File: config.mk
export PLATFORM = sky130hd
export DESIGN_NAME = regulation_time_window_judge_top
export DESIGN_NICKNAME = d
export VERILOG_FILES = /design/src/hdl/rtwj_pkg.sv /design/src/hdl/regulation_time_window_judge_top.sv /design/src/hdl/rtwj_front.sv /design/src/hdl/rtwj_queue.sv /design/src/hdl/rtwj_back.sv
export SDC_FILE = /design/constraint.sdc
export NUM_CORES = 1
export LEC_CHECK = 0
export BUFFER_PORTS_ARGS = -buffer_cell sky130_fd_sc_hd__buf_4
export CAP_MARGIN = 30
export CELL_PAD_IN_SITES_DETAIL_PLACEMENT = 1
export CELL_PAD_IN_SITES_GLOBAL_PLACEMENT = 2
export CORE_ASPECT_RATIO = 0.5
export CORE_MARGIN = 3
export CORE_UTILIZATION = 38
export CTS_CLUSTER_DIAMETER = 200
export DETAILED_ROUTE_END_ITERATION = 12
export MAX_ROUTING_LAYER = met4
export PLACE_DENSITY = 0.81
export SYNTH_ARGS = -nofsm -noshare
export SYNTH_HDL_FRONTEND = slang
export SYNTH_HIERARCHICAL = 1
export SYNTH_SLANG_ARGS = --single-unit
export TNS_END_PERCENT = 100
File: constraint.sdc
create_clock -name clk -period 6.24 [get_ports clk]
set_clock_uncertainty 0.2 [all_clocks]
set_input_delay 0 -clock clk [delete_from_list [all_inputs] [get_ports clk]]
set_output_delay 0 -clock clk [all_outputs]
set_load 0.01 [all_outputs]
File: src/hdl/rtwj_pkg.sv
// ----------------------------------------------------------------------------
// rtwj_pkg
// Shared types and constants of the regulation time-window judge.
// ----------------------------------------------------------------------------
package rtwj_pkg;

    localparam int CODE_WIDTH   = 32;
    localparam int CFG_IDX_W    = 3;
    localparam int CFG_DATA_W   = 6;
    localparam int OUT_TDATA_W  = 8;
    localparam int QUEUE_DEPTH  = 4;

    localparam int FLAGS_W      = 9;
    localparam int TWIN_W       = 22;
    // Word 3 bits [30:6] are kept: dates and weekday mask
    localparam int DWIN_W       = 25;
    localparam int DWIN_LSB     = 6;

    // Window kind flags (word 2 bits [30:22])
    localparam int FLAG_TIME    = 8;
    localparam int FLAG_DATE    = 7;
    localparam int FLAG_SEASON  = 6;
    localparam int FLAG_WEEKDAY = 4;

    localparam int CONT_BIT     = 31;
    localparam int VEHICLE_BIT  = 11;

    // Configuration register indexes
    typedef enum logic [CFG_IDX_W-1:0] {
        CFG_HOUR    = 3'd0,
        CFG_MINUTE  = 3'd1,
        CFG_MONTH   = 3'd2,
        CFG_DAY     = 3'd3,
        CFG_WEEKDAY = 3'd4
    } cfg_index_t;

    // Command passed from the front part to the back part
    typedef struct packed {
        logic               judge;
        logic               always_hit;
        logic               last;
        logic [FLAGS_W-1:0] flags;
        logic [TWIN_W-1:0]  twin;
        logic [DWIN_W-1:0]  dwin;
    } cmd_t;

endpackage

File: src/hdl/regulation_time_window_judge_top.sv
// ----------------------------------------------------------------------------
// regulation_time_window_judge_top
// Judges a regulation's code list against the configured search time.
// ----------------------------------------------------------------------------
// One code word is taken every cycle, with no gaps between items or lists,
// while the command queue has room. The result of a list is made when the
// command of its last word, written into the queue, is read out of it
// straight into the output register. The command queue of QUEUE_DEPTH
// entries lets the input keep running while the output is stalled, until
// the queue fills with pending commands.
module regulation_time_window_judge_top
#(
    parameter int QUEUE_DEPTH = rtwj_pkg::QUEUE_DEPTH
)
(
    input  logic                                    clk,
    input  logic                                    rst_n,
    input  logic                                    cfg_we,
    input  logic [rtwj_pkg::CFG_IDX_W-1:0]          cfg_index,
    input  logic [rtwj_pkg::CFG_DATA_W-1:0]         cfg_data,
    input  logic                                    s_tvalid,
    output logic                                    s_tready,
    input  logic [rtwj_pkg::CODE_WIDTH-1:0]         s_tdata,   // [31:0] code_word
    input  logic                                    s_tlast,   // last_word
    output logic                                    m_tvalid,
    input  logic                                    m_tready,
    // [0] always_regulated, [1] window_in, [2] window_out, [7:3] zero
    output logic [rtwj_pkg::OUT_TDATA_W-1:0]        m_tdata
);

    logic           push_valid, push_ready;
    rtwj_pkg::cmd_t push_cmd;
    logic           pop_valid, pop_ready;
    rtwj_pkg::cmd_t pop_cmd;
    logic [2:0]     result;

    rtwj_front u_front
    (
        .clk        (clk),
        .rst_n      (rst_n),
        .in_valid   (s_tvalid),
        .in_word    (s_tdata),
        .in_last    (s_tlast),
        .in_ready   (s_tready),
        .push_valid (push_valid),
        .push_cmd   (push_cmd),
        .push_ready (push_ready)
    );

    rtwj_queue #(.DEPTH(QUEUE_DEPTH)) u_queue
    (
        .clk        (clk),
        .rst_n      (rst_n),
        .push_valid (push_valid),
        .push_cmd   (push_cmd),
        .push_ready (push_ready),
        .pop_valid  (pop_valid),
        .pop_cmd    (pop_cmd),
        .pop_ready  (pop_ready)
    );

    rtwj_back u_back
    (
        .clk        (clk),
        .rst_n      (rst_n),
        .cfg_we     (cfg_we),
        .cfg_index  (cfg_index),
        .cfg_data   (cfg_data),
        .pop_valid  (pop_valid),
        .pop_cmd    (pop_cmd),
        .pop_ready  (pop_ready),
        .out_valid  (m_tvalid),
        .out_result (result),
        .out_ready  (m_tready)
    );

    assign m_tdata = {{(rtwj_pkg::OUT_TDATA_W - 3){1'b0}}, result};

endmodule

File: src/hdl/rtwj_front.sv
// ----------------------------------------------------------------------------
// rtwj_front
// Parses code words into codes and issues judge, always and end commands.
// ----------------------------------------------------------------------------
module rtwj_front
(
    input  logic                             clk,
    input  logic                             rst_n,
    input  logic                             in_valid,
    input  logic [rtwj_pkg::CODE_WIDTH-1:0]  in_word,
    input  logic                             in_last,
    output logic                             in_ready,
    output logic                             push_valid,
    output rtwj_pkg::cmd_t                   push_cmd,
    input  logic                             push_ready
);

    typedef enum logic [2:0] {
        POS_FIRST  = 3'b001,
        POS_SECOND = 3'b010,
        POS_THIRD  = 3'b100
    } pos_t;

    pos_t                               pos_reg, pos_next;
    logic                               applies_reg, applies_next;
    logic                               finished_reg, finished_next;
    logic [rtwj_pkg::FLAGS_W-1:0]       flags_reg, flags_next;
    logic [rtwj_pkg::TWIN_W-1:0]        twin_reg, twin_next;
    logic                               take;
    logic                               cont;
    rtwj_pkg::cmd_t                     cmd;

    assign in_ready = push_ready;
    assign take     = in_valid && push_ready;
    // a word marked last ends its code whatever bit 31 says
    assign cont     = !in_last && in_word[rtwj_pkg::CONT_BIT];

    always_comb
    begin
        pos_next      = pos_reg;
        applies_next  = applies_reg;
        finished_next = finished_reg;
        flags_next    = flags_reg;
        twin_next     = twin_reg;
        cmd.judge      = 1'b0;
        cmd.always_hit = 1'b0;
        cmd.last       = in_last;
        cmd.flags      = flags_reg;
        cmd.twin       = twin_reg;
        cmd.dwin       = '0;

        if (!finished_reg)
        begin
            unique case (pos_reg)
                POS_SECOND:
                begin
                    flags_next = in_word[30:22];
                    twin_next  = in_word[rtwj_pkg::TWIN_W-1:0];
                    cmd.flags  = in_word[30:22];
                    cmd.twin   = in_word[rtwj_pkg::TWIN_W-1:0];
                    if (cont)
                    begin
                        pos_next = POS_THIRD;
                    end
                    else
                    begin
                        cmd.judge = applies_reg;
                        pos_next  = POS_FIRST;
                    end
                end
                POS_THIRD:
                begin
                    cmd.judge = applies_reg;
                    cmd.dwin  = in_word[30:rtwj_pkg::DWIN_LSB];
                    pos_next  = POS_FIRST;
                end
                default:
                begin
                    applies_next = in_word[rtwj_pkg::VEHICLE_BIT];
                    flags_next   = '0;
                    twin_next    = '0;
                    if (cont)
                    begin
                        pos_next = POS_SECOND;
                    end
                    else
                    begin
                        pos_next = POS_FIRST;
                        if (in_word[rtwj_pkg::VEHICLE_BIT])
                        begin
                            cmd.always_hit = 1'b1;
                            finished_next  = 1'b1;
                        end
                    end
                end
            endcase
        end

        if (in_last)
        begin
            pos_next      = POS_FIRST;
            applies_next  = 1'b0;
            finished_next = 1'b0;
            flags_next    = '0;
            twin_next     = '0;
        end
    end

    assign push_valid = take && (cmd.judge || cmd.always_hit || cmd.last);
    assign push_cmd   = cmd;

    always_ff @(posedge clk or negedge rst_n)
    begin
        if (!rst_n)
        begin
            pos_reg      <= POS_FIRST;
            applies_reg  <= 1'b0;
            finished_reg <= 1'b0;
            flags_reg    <= '0;
            twin_reg     <= '0;
        end
        else if (take)
        begin
            pos_reg      <= pos_next;
            applies_reg  <= applies_next;
            finished_reg <= finished_next;
            flags_reg    <= flags_next;
            twin_reg     <= twin_next;
        end
    end

endmodule

File: src/hdl/rtwj_queue.sv
// ----------------------------------------------------------------------------
// rtwj_queue
// Small command FIFO between the front and back parts.
// ----------------------------------------------------------------------------
module rtwj_queue
#(
    parameter int DEPTH = rtwj_pkg::QUEUE_DEPTH
)
(
    input  logic           clk,
    input  logic           rst_n,
    input  logic           push_valid,
    input  rtwj_pkg::cmd_t push_cmd,
    output logic           push_ready,
    output logic           pop_valid,
    output rtwj_pkg::cmd_t pop_cmd,
    input  logic           pop_ready
);

    localparam int PTR_W = $clog2(DEPTH);
    localparam int CNT_W = $clog2(DEPTH + 1);

    rtwj_pkg::cmd_t   entries_reg [DEPTH];
    logic [PTR_W-1:0] wr_ptr_reg, rd_ptr_reg;
    logic [CNT_W-1:0] count_reg, count_next;
    logic             do_push, do_pop;

    assign push_ready = (count_reg != CNT_W'(DEPTH));
    assign pop_valid  = (count_reg != '0);
    assign pop_cmd    = entries_reg[rd_ptr_reg];
    assign do_push    = push_valid && push_ready;
    assign do_pop     = pop_valid && pop_ready;

    always_comb
    begin
        count_next = count_reg;
        if (do_push && !do_pop)
        begin
            count_next = count_reg + 1'b1;
        end
        else if (do_pop && !do_push)
        begin
            count_next = count_reg - 1'b1;
        end
    end

    // pointers wrap at DEPTH, which need not be a power of two
    always_ff @(posedge clk or negedge rst_n)
    begin
        if (!rst_n)
        begin
            wr_ptr_reg <= '0;
            rd_ptr_reg <= '0;
            count_reg  <= '0;
        end
        else
        begin
            count_reg <= count_next;
            if (do_push)
            begin
                wr_ptr_reg <= (wr_ptr_reg == PTR_W'(DEPTH - 1)) ? '0 : wr_ptr_reg + 1'b1;
            end
            if (do_pop)
            begin
                rd_ptr_reg <= (rd_ptr_reg == PTR_W'(DEPTH - 1)) ? '0 : rd_ptr_reg + 1'b1;
            end
        end
    end

    always_ff @(posedge clk)
    begin
        if (do_push)
        begin
            entries_reg[wr_ptr_reg] <= push_cmd;
        end
    end

endmodule

File: src/hdl/rtwj_back.sv
// ----------------------------------------------------------------------------
// rtwj_back
// Judges codes against the search time, accumulates and emits the result.
// ----------------------------------------------------------------------------
module rtwj_back
(
    input  logic                                clk,
    input  logic                                rst_n,
    input  logic                                cfg_we,
    input  logic [rtwj_pkg::CFG_IDX_W-1:0]      cfg_index,
    input  logic [rtwj_pkg::CFG_DATA_W-1:0]     cfg_data,
    input  logic                                pop_valid,
    input  rtwj_pkg::cmd_t                      pop_cmd,
    output logic                                pop_ready,
    output logic                                out_valid,
    output logic [2:0]                          out_result,
    input  logic                                out_ready
);

    logic [4:0] hour_reg;
    logic [5:0] minute_reg;
    logic [3:0] month_reg;
    logic [4:0] day_reg;
    logic [2:0] weekday_reg;

    logic [2:0] acc_reg, acc_next;
    logic       out_valid_reg;
    logic [2:0] out_result_reg;
    logic       do_pop;

    // time window
    logic [4:0] sh, eh;
    logic [5:0] sm, em;
    logic [5:0] ehx, h, h24;
    logic       t_in, t_out;
    // date window
    logic [3:0] smo, emo;
    logic [4:0] sd, ed;
    logic [4:0] emox, mo, mo12, smo12;
    logic       d_inside;
    // weekday
    logic [6:0] wmask;
    logic [2:0] widx;
    logic       w_in;
    logic       got_in, got_out;

    always_ff @(posedge clk or negedge rst_n)
    begin
        if (!rst_n)
        begin
            hour_reg    <= 5'd0;
            minute_reg  <= 6'd0;
            month_reg   <= 4'd1;
            day_reg     <= 5'd1;
            weekday_reg <= 3'd0;
        end
        else if (cfg_we)
        begin
            unique case (cfg_index)
                rtwj_pkg::CFG_HOUR:    hour_reg    <= cfg_data[4:0];
                rtwj_pkg::CFG_MINUTE:  minute_reg  <= cfg_data;
                rtwj_pkg::CFG_MONTH:   month_reg   <= cfg_data[3:0];
                rtwj_pkg::CFG_DAY:     day_reg     <= cfg_data[4:0];
                rtwj_pkg::CFG_WEEKDAY: weekday_reg <= cfg_data[2:0];
                default:               ;
            endcase
        end
    end

    assign sh  = pop_cmd.twin[21:17];
    assign sm  = pop_cmd.twin[16:11];
    assign eh  = pop_cmd.twin[10:6];
    assign em  = pop_cmd.twin[5:0];
    assign h   = {1'b0, hour_reg};
    assign h24 = h + 6'd24;

    always_comb
    begin
        t_in  = 1'b0;
        t_out = 1'b0;
        ehx   = {1'b0, eh};
        if (sh == 5'd0 && eh == 5'd24 && sm == 6'd0 && em == 6'd0)
        begin
            // all day counts as inside
            t_in = 1'b1;
        end
        else
        begin
            // window past midnight: move the end on by a day
            if ((sh == eh && sm > em) || sh > eh)
            begin
                ehx = {1'b0, eh} + 6'd24;
            end
            if (({1'b0, sh} <= h && ehx >= h) || ({1'b0, sh} <= h24 && ehx >= h24))
            begin
                if ({1'b0, sh} == h)
                begin
                    t_in  = (sm <= minute_reg);
                    t_out = !(sm <= minute_reg);
                end
                else if (ehx == h || ehx == h24)
                begin
                    t_in  = (em > minute_reg);
                    t_out = !(em > minute_reg);
                end
                else
                begin
                    t_in = 1'b1;
                end
            end
            else
            begin
                t_out = 1'b1;
            end
        end
    end

    assign smo   = pop_cmd.dwin[24:21];
    assign sd    = pop_cmd.dwin[20:16];
    assign emo   = pop_cmd.dwin[15:12];
    assign ed    = pop_cmd.dwin[11:7];
    assign wmask = pop_cmd.dwin[6:0];
    assign mo    = {1'b0, month_reg};
    assign mo12  = mo + 5'd12;
    assign smo12 = {1'b0, smo} + 5'd12;

    always_comb
    begin
        emox = {1'b0, emo};
        // date window past year end, unless it is a season
        if (!pop_cmd.flags[rtwj_pkg::FLAG_SEASON] && ((smo == emo && sd > ed) || smo > emo))
        begin
            emox = {1'b0, emo} + 5'd12;
        end
        if (({1'b0, smo} <= mo && emox >= mo) || ({1'b0, smo} <= mo12 && emox >= mo12))
        begin
            if ({1'b0, smo} == emox || smo12 == emox)
            begin
                if (sd > ed)
                begin
                    d_inside = (ed >= day_reg) || (sd <= day_reg);
                end
                else
                begin
                    d_inside = !(sd > day_reg || ed < day_reg);
                end
            end
            else if ({1'b0, smo} == mo)
            begin
                d_inside = (sd <= day_reg);
            end
            else if (emox == mo)
            begin
                d_inside = (ed >= day_reg);
            end
            else
            begin
                d_inside = 1'b1;
            end
        end
        else
        begin
            d_inside = 1'b0;
        end
    end

    // mask bit 6 is Sunday
    assign widx = 3'd6 - weekday_reg;
    assign w_in = (weekday_reg <= 3'd6) && ((wmask >> widx) & 7'd1) != 7'd0;

    assign got_out = (pop_cmd.flags[rtwj_pkg::FLAG_TIME] && t_out)
                  || (pop_cmd.flags[rtwj_pkg::FLAG_DATE] && !d_inside)
                  || (pop_cmd.flags[rtwj_pkg::FLAG_WEEKDAY] && !w_in);
    assign got_in  = (pop_cmd.flags[rtwj_pkg::FLAG_TIME] && t_in)
                  || (pop_cmd.flags[rtwj_pkg::FLAG_DATE] && d_inside)
                  || (pop_cmd.flags[rtwj_pkg::FLAG_WEEKDAY] && w_in);

    // accumulator bits: 0 always, 1 in, 2 out
    always_comb
    begin
        acc_next = acc_reg;
        if (pop_cmd.always_hit)
        begin
            acc_next[0] = 1'b1;
        end
        if (pop_cmd.judge)
        begin
            if (got_out)
            begin
                acc_next[2] = 1'b1;
            end
            else if (got_in)
            begin
                acc_next[1] = 1'b1;
            end
        end
    end

    assign pop_ready = !pop_cmd.last || !out_valid_reg || out_ready;
    assign do_pop    = pop_valid && pop_ready;

    always_ff @(posedge clk or negedge rst_n)
    begin
        if (!rst_n)
        begin
            acc_reg       <= '0;
            out_valid_reg <= 1'b0;
        end
        else
        begin
            if (do_pop && pop_cmd.last)
            begin
                out_valid_reg <= 1'b1;
            end
            else if (out_valid_reg && out_ready)
            begin
                out_valid_reg <= 1'b0;
            end
            if (do_pop)
            begin
                if (pop_cmd.last)
                begin
                    acc_reg <= '0;
                end
                else
                begin
                    acc_reg <= acc_next;
                end
            end
        end
    end

    always_ff @(posedge clk)
    begin
        if (do_pop && pop_cmd.last)
        begin
            out_result_reg <= acc_next;
        end
    end

    assign out_valid  = out_valid_reg;
    assign out_result = out_result_reg;

endmodule
Word-level counts from Yosys, hierarchy flattened
Memory sizes are Yosys's and may differ from the RTL's.
Index checks and enable logic that the tools add are counted.
Word-level totals
  register bits after elaboration: 73
  bits in latches: 0
  RAM bits: 236
  ROM bits: 0
  input port bits: 47
  output and inout bits: 10
  word-level logic and storage cells: 193
  memories kept: 1
Memories
  u_queue.entries_reg: depth 4, bits a word 59, read ports 1, clocked after Yosys merged registers in 0, write ports 1, line rtwj_queue.sv:23  | rtwj_pkg::cmd_t entries_reg [DEPTH];
Operators by class
  $add $sub $neg: 10
  multiply operators: 0
  div/mod/pow operators: 0
  $lt $le $gt $ge: 19
  equal/unequal tests: 22
  shift-type cells: 1
  mux-type cells: 55
  bitwise operators: 0
  reduce and logical (&&, ||, !) cells: 69
Operators by type and width (number)
  $mux W56: 1
  $mux W22: 2
  $pmux W22 S2: 1
  $mux W31: 1
  $mux W1: 30
  $logic_and A1 B1 Y1: 26
  $mux W25: 1
  $mux W3: 6
  $mux W9: 2
  $pmux W9 S2: 1
  $logic_or A1 B1 Y1: 16
  $add A4 B4 Y5 const B: 3
  $eq A5 B5 Y1: 3
  $gt A5 B5 Y1: 3
  $add A5 B5 Y6 const B: 2
  $gt A6 B6 Y1: 2
  $logic_not A6 Y1: 2
  $mux W6: 2
  $reduce_and A2 Y1: 6
  $logic_not A1 Y1: 11
  $ge A5 B5 Y1: 2
  $le A5 B5 Y1: 2
  $mux W2: 5
  $eq A3 B2 Y1 const B: 3
  other kinds (36): 43

Longest topological paths before layout
An unclocked memory read counts as a cell.
  word-level depth: 19
  depth in mapped cells: 21
  gate-level depth less buffers: 19

Cells and area by module
The synthesis kept the hierarchy.
By module, submodules not included
  rtwj_queue: instances 1, cells each 346, area each 9018.6 um^2, seq. area each 7262.0 um^2
  rtwj_back: instances 1, cells each 415, area each 3530.9 um^2, seq. area each 768.2 um^2
  rtwj_front: instances 1, cells each 274, area each 2274.7 um^2, seq. area each 902.1 um^2
  regulation_time_window_judge_top: instances 1, cells each 6, area each 41.3 um^2, seq. area each 0.0 um^2

Least setup slack after synthesis
No wires, ideal clock.
  path kind: register to register
  from: register u_queue.rd_ptr_reg[0]
  to: register u_back.out_result_reg[1] (netlist: u_back/out_result[1]), data pin
  setup time: 267 ps
  arrival time: 4422 ps
  required time: 5773 ps
  slack: 1351 ps
  stages on the path, launching flop included: 19
  path buffers: 3
  period minus slack after synthesis: 4889 ps
  cell sequence: dfrtp_1 > buf_6 > buf_12 > mux4_2 > ha_1 > nand2b_1 > a2111oi_0 > or4_1 > clkbuf_2 > nor2_1 > xnor2_1 > ha_1 > nand4b_1 > or4b_2 > o22ai_1 > nand3_1 > o21ai_0 > o21a_1 > o31ai_2
RTL lines
  from (decl): line rtwj_queue.sv:24  | logic [PTR_W-1:0] wr_ptr_reg, rd_ptr_reg;
  from (signal assigned): line rtwj_queue.sv:65  | rd_ptr_reg <= (rd_ptr_reg == PTR_W'(DEPTH - 1)) ? '0 : rd_ptr_reg + 1'b1;
  to (signal assigned): line rtwj_back.sv:237  | out_result_reg <= acc_next;
  to (decl): line rtwj_back.sv:28  | logic [2:0] out_result_reg;

==> key figures <==
Job
  – Max-Cap Viols: 0

Critical path
  – Critical path arrival: between 5 and 6 ns
  – Startpoint Class: flip-flop
  – Crit Path Category: reg -> reg
  – Critical Path End Type: flip-flop
  – Crit path max fanout: 39
  – Req. time, crit path: between 6 and 7 ns
  – R2R setup slack: ~0.67 ns

Timing
  – Final TNS setup: 0 ns
  – Rel. slew slack: 34.1%
  – RSZ-0062 raised after global routing: no
  – Period Utilization, post-route: about nine tenths
  – Number of setup violations in the final report: 0
  – Fin. max-slew vios: 0
  – Fmax: ~180 MHz
  – Final hold violations: 0
  – Period minus WS final: between 5 and 6 ns
  – Slew @ Worst Pin: 0.982 ns

Drt
  – DR iter-0 viols: 660
  – WL final: 35800 um
  – Drt wl/cell: between 20 and 25 um
  – Routed vias: ~8700
  – Antenna-violating nets left: 0
  – # DRC: 0
  – DRT Pass-1 Iters: 5
  – Post-DR vias/cell: roughly 5.4

Global route
  – Vias in the first global route: between 9000 and 10000
  – Largest net degree at the start of global routing: between 50 and 60
  – GR Util All Layers: between 10% and 20%
  – Antenna violations before repair: 0
  – Grt ovf: 0
  – Global-route wire length before repair: 56400 um

Cells and area
  – Layout cells sized above 1: a little under a fifth
  – Fillers: between 3000 and 4000
  – Storage element area: about 8000 um^2
  – Non-Filler Instances: between 1500 and 2000
  – Nets: about 1200
  – Multi-input gate area: ~5000 um^2
  – Max FFs per register: between 200 and 250
  – Diodes inserted: 0
  – Area growth from synthesis to layout: 17.4%

Floorplanning
  – Die Ht: ~140 um
  – Std-Cell Rows: 48
  – Initial cell density of the core: between 30% and 40%
  – Core area: about 35000 um^2
  – Die W: between 200 and 300 um
  – I/O pin total: 57
  – Die ar.: between 30000 and 40000 um^2

Clocking
  – Clk root buf: clkbuf_16
  – Sink Count: 284
  – Largest buffer count on any clock path: 3
  – CTS tree: built
  – Clock insertion delay at the later pin of the skew report: between 0.5 and 0.6 ns
  – Num CTS Buffers: 27
  – Worst-path clk slew: ~0.070 ns
  – Htree depth: 1
  – Postcts setup bufs: 0
  – Post_cts resized: 0

Placement
  – IO Port Bufs: roughly 50
  – Routability cong.: roughly 0.87
  – Final HPWL DP: between 20000 and 25000 um
  – Cell count after placement: about 1500

Power
  – Worst VDD drop: 0.000218 V
  – Comb pwr share: a little over two fifths
  – Pwr per Cell Area: around 470 nW/um^2
  – Cell Int Power: approximately 0.0048 W
  – Leakage: 6.20 nW
  – Sw Pwr: 0.00282 W
  – Clock group share of total power: about 22%
  – Sw Ratio: 36.8%
  – Seq pwr share: between 30 and 40%

Logic synthesis
  – Syn Inst Count: between 900 and 1000
  – Yosys warning total: 6
  – Syn Area/Cell: approximately 14 um^2
  – Syn Std Cell Area: between 10000 and 15000 um^2

Outcome
  – Status: complete, no violations

Hold path
  – Hold Path Class: in -> reg
-- cells in the final DEF (no fill, tap or decap), types with 8 or more instances in the layout --
cell type      count
mux4_2            55
ha_1              82
nor2_1            22
dfrtp_1           60
o21a_1             9
nand2b_1           8
clkinv_2           8
nand4_1            9
a21o_1            11
clkbuf_16         27
o21ai_0           48
nand3_1           11
dlygate4sd3_1     70
buf_4             62
a21oi_1           20
mux2i_1           30
edfxtp_1         219
mux2_2            15
inv_1             92
nand2_1           90
and2_1            27
-- final timing paths --
path / start / cells past startpoint / end
min in group asynchronous: rst_n / 3 / u_front/twin_reg[21]
worst min register to register: u_back/acc_reg[0] / 2 / u_back/acc_reg[0]
worst max-delay path: u_queue/rd_ptr_reg[0] / 19 / u_back/acc_reg[1]
max in group asynchronous: rst_n / 4 / u_front/twin_reg[18]
worst min-delay path: s_tdata[3] / 4 / u_front/twin_reg[3]
worst max register to register: u_queue/rd_ptr_reg[0] / 19 / u_back/acc_reg[1]
-- worst max-delay path, stage by stage, from the launching register on --
cell and delay [ns]:
dfrtp_4 0.68, buf_12 0.36, mux4_2 0.58, inv_1 0.10, ha_1 0.25, a21o_1 0.17
a21o_1 0.17, a221oi_1 0.33, o2111ai_1 0.24, and2_1 0.26, xnor2_1 0.24, ha_1 0.31
nand2_1 0.09, o21ai_0 0.10, nand4_1 0.11, nor3_1 0.05, a31oi_1 0.19, nand3b_1 0.19
or4b_2 0.64, o21ai_0 0.17
-- power by group through the flow --
stage | Combinational [W] | Clock [W] | Sequential, W
2_1_floorplan | 0.00253 | 0 | 0.00251
3_3_place_gp | 0.00318 | 0 | 0.00260
3_5_place_dp | 0.00328 | 0 | 0.00263
4_1_cts | 0.00336 | 0.00175 | 0.00259
5_1_grt | 0.00372 | 0.00183 | 0.00263
6_report | 0.00336 | 0.00171 | 0.00259
-- area by class of cell --
cell class                 count  share of cell area (%)
clock inverter                17                    1.18
timing repair buffer         133                    7.27
clock buffer                  33                    4.53
inverter                      92                    2.12
multi-input combinational    572                    30.9
sequential                   284                    50.3
tap                          475                    3.64
-- per-layer routing --
metal  track usage (%)  vias to the layer above  part of all wire, %
met5                 -                        -                    0
met4              3.77                        0                  2.0
met3              2.60                       54                  4.2
met2              33.9                      200                   50
met1              24.4                     4504                   44
li1                  -                     3935                    -
-- through the flow --
stage / setup WS [ns] / cell area, um^2 / utilization (%) / total power, W / hold slack (ns)
floorplan: 1.36 / 13900 / - / 0.00504 / -0.496
global placement: 0.846 / 14700 / 41.6 / 0.00578 / 0.00542
finish: 0.670 / 16300 / 46.3 / 0.00766 / 0.0859
CTS: 0.654 / 16300 / 46.3 / 0.00770 / 0.0658
global route: 0.208 / 16300 / 46.3 / 0.00818 / 0.103
detailed placement: 0.683 / 14700 / 41.6 / 0.00591 / 0.0208
-- repair_timing --
item	in CTS	in global routing
setup endpoints to repair	0	0
hold buffers	70	0
hold endpoints to repair	339	0
Power figures use the tool's default switching activity.
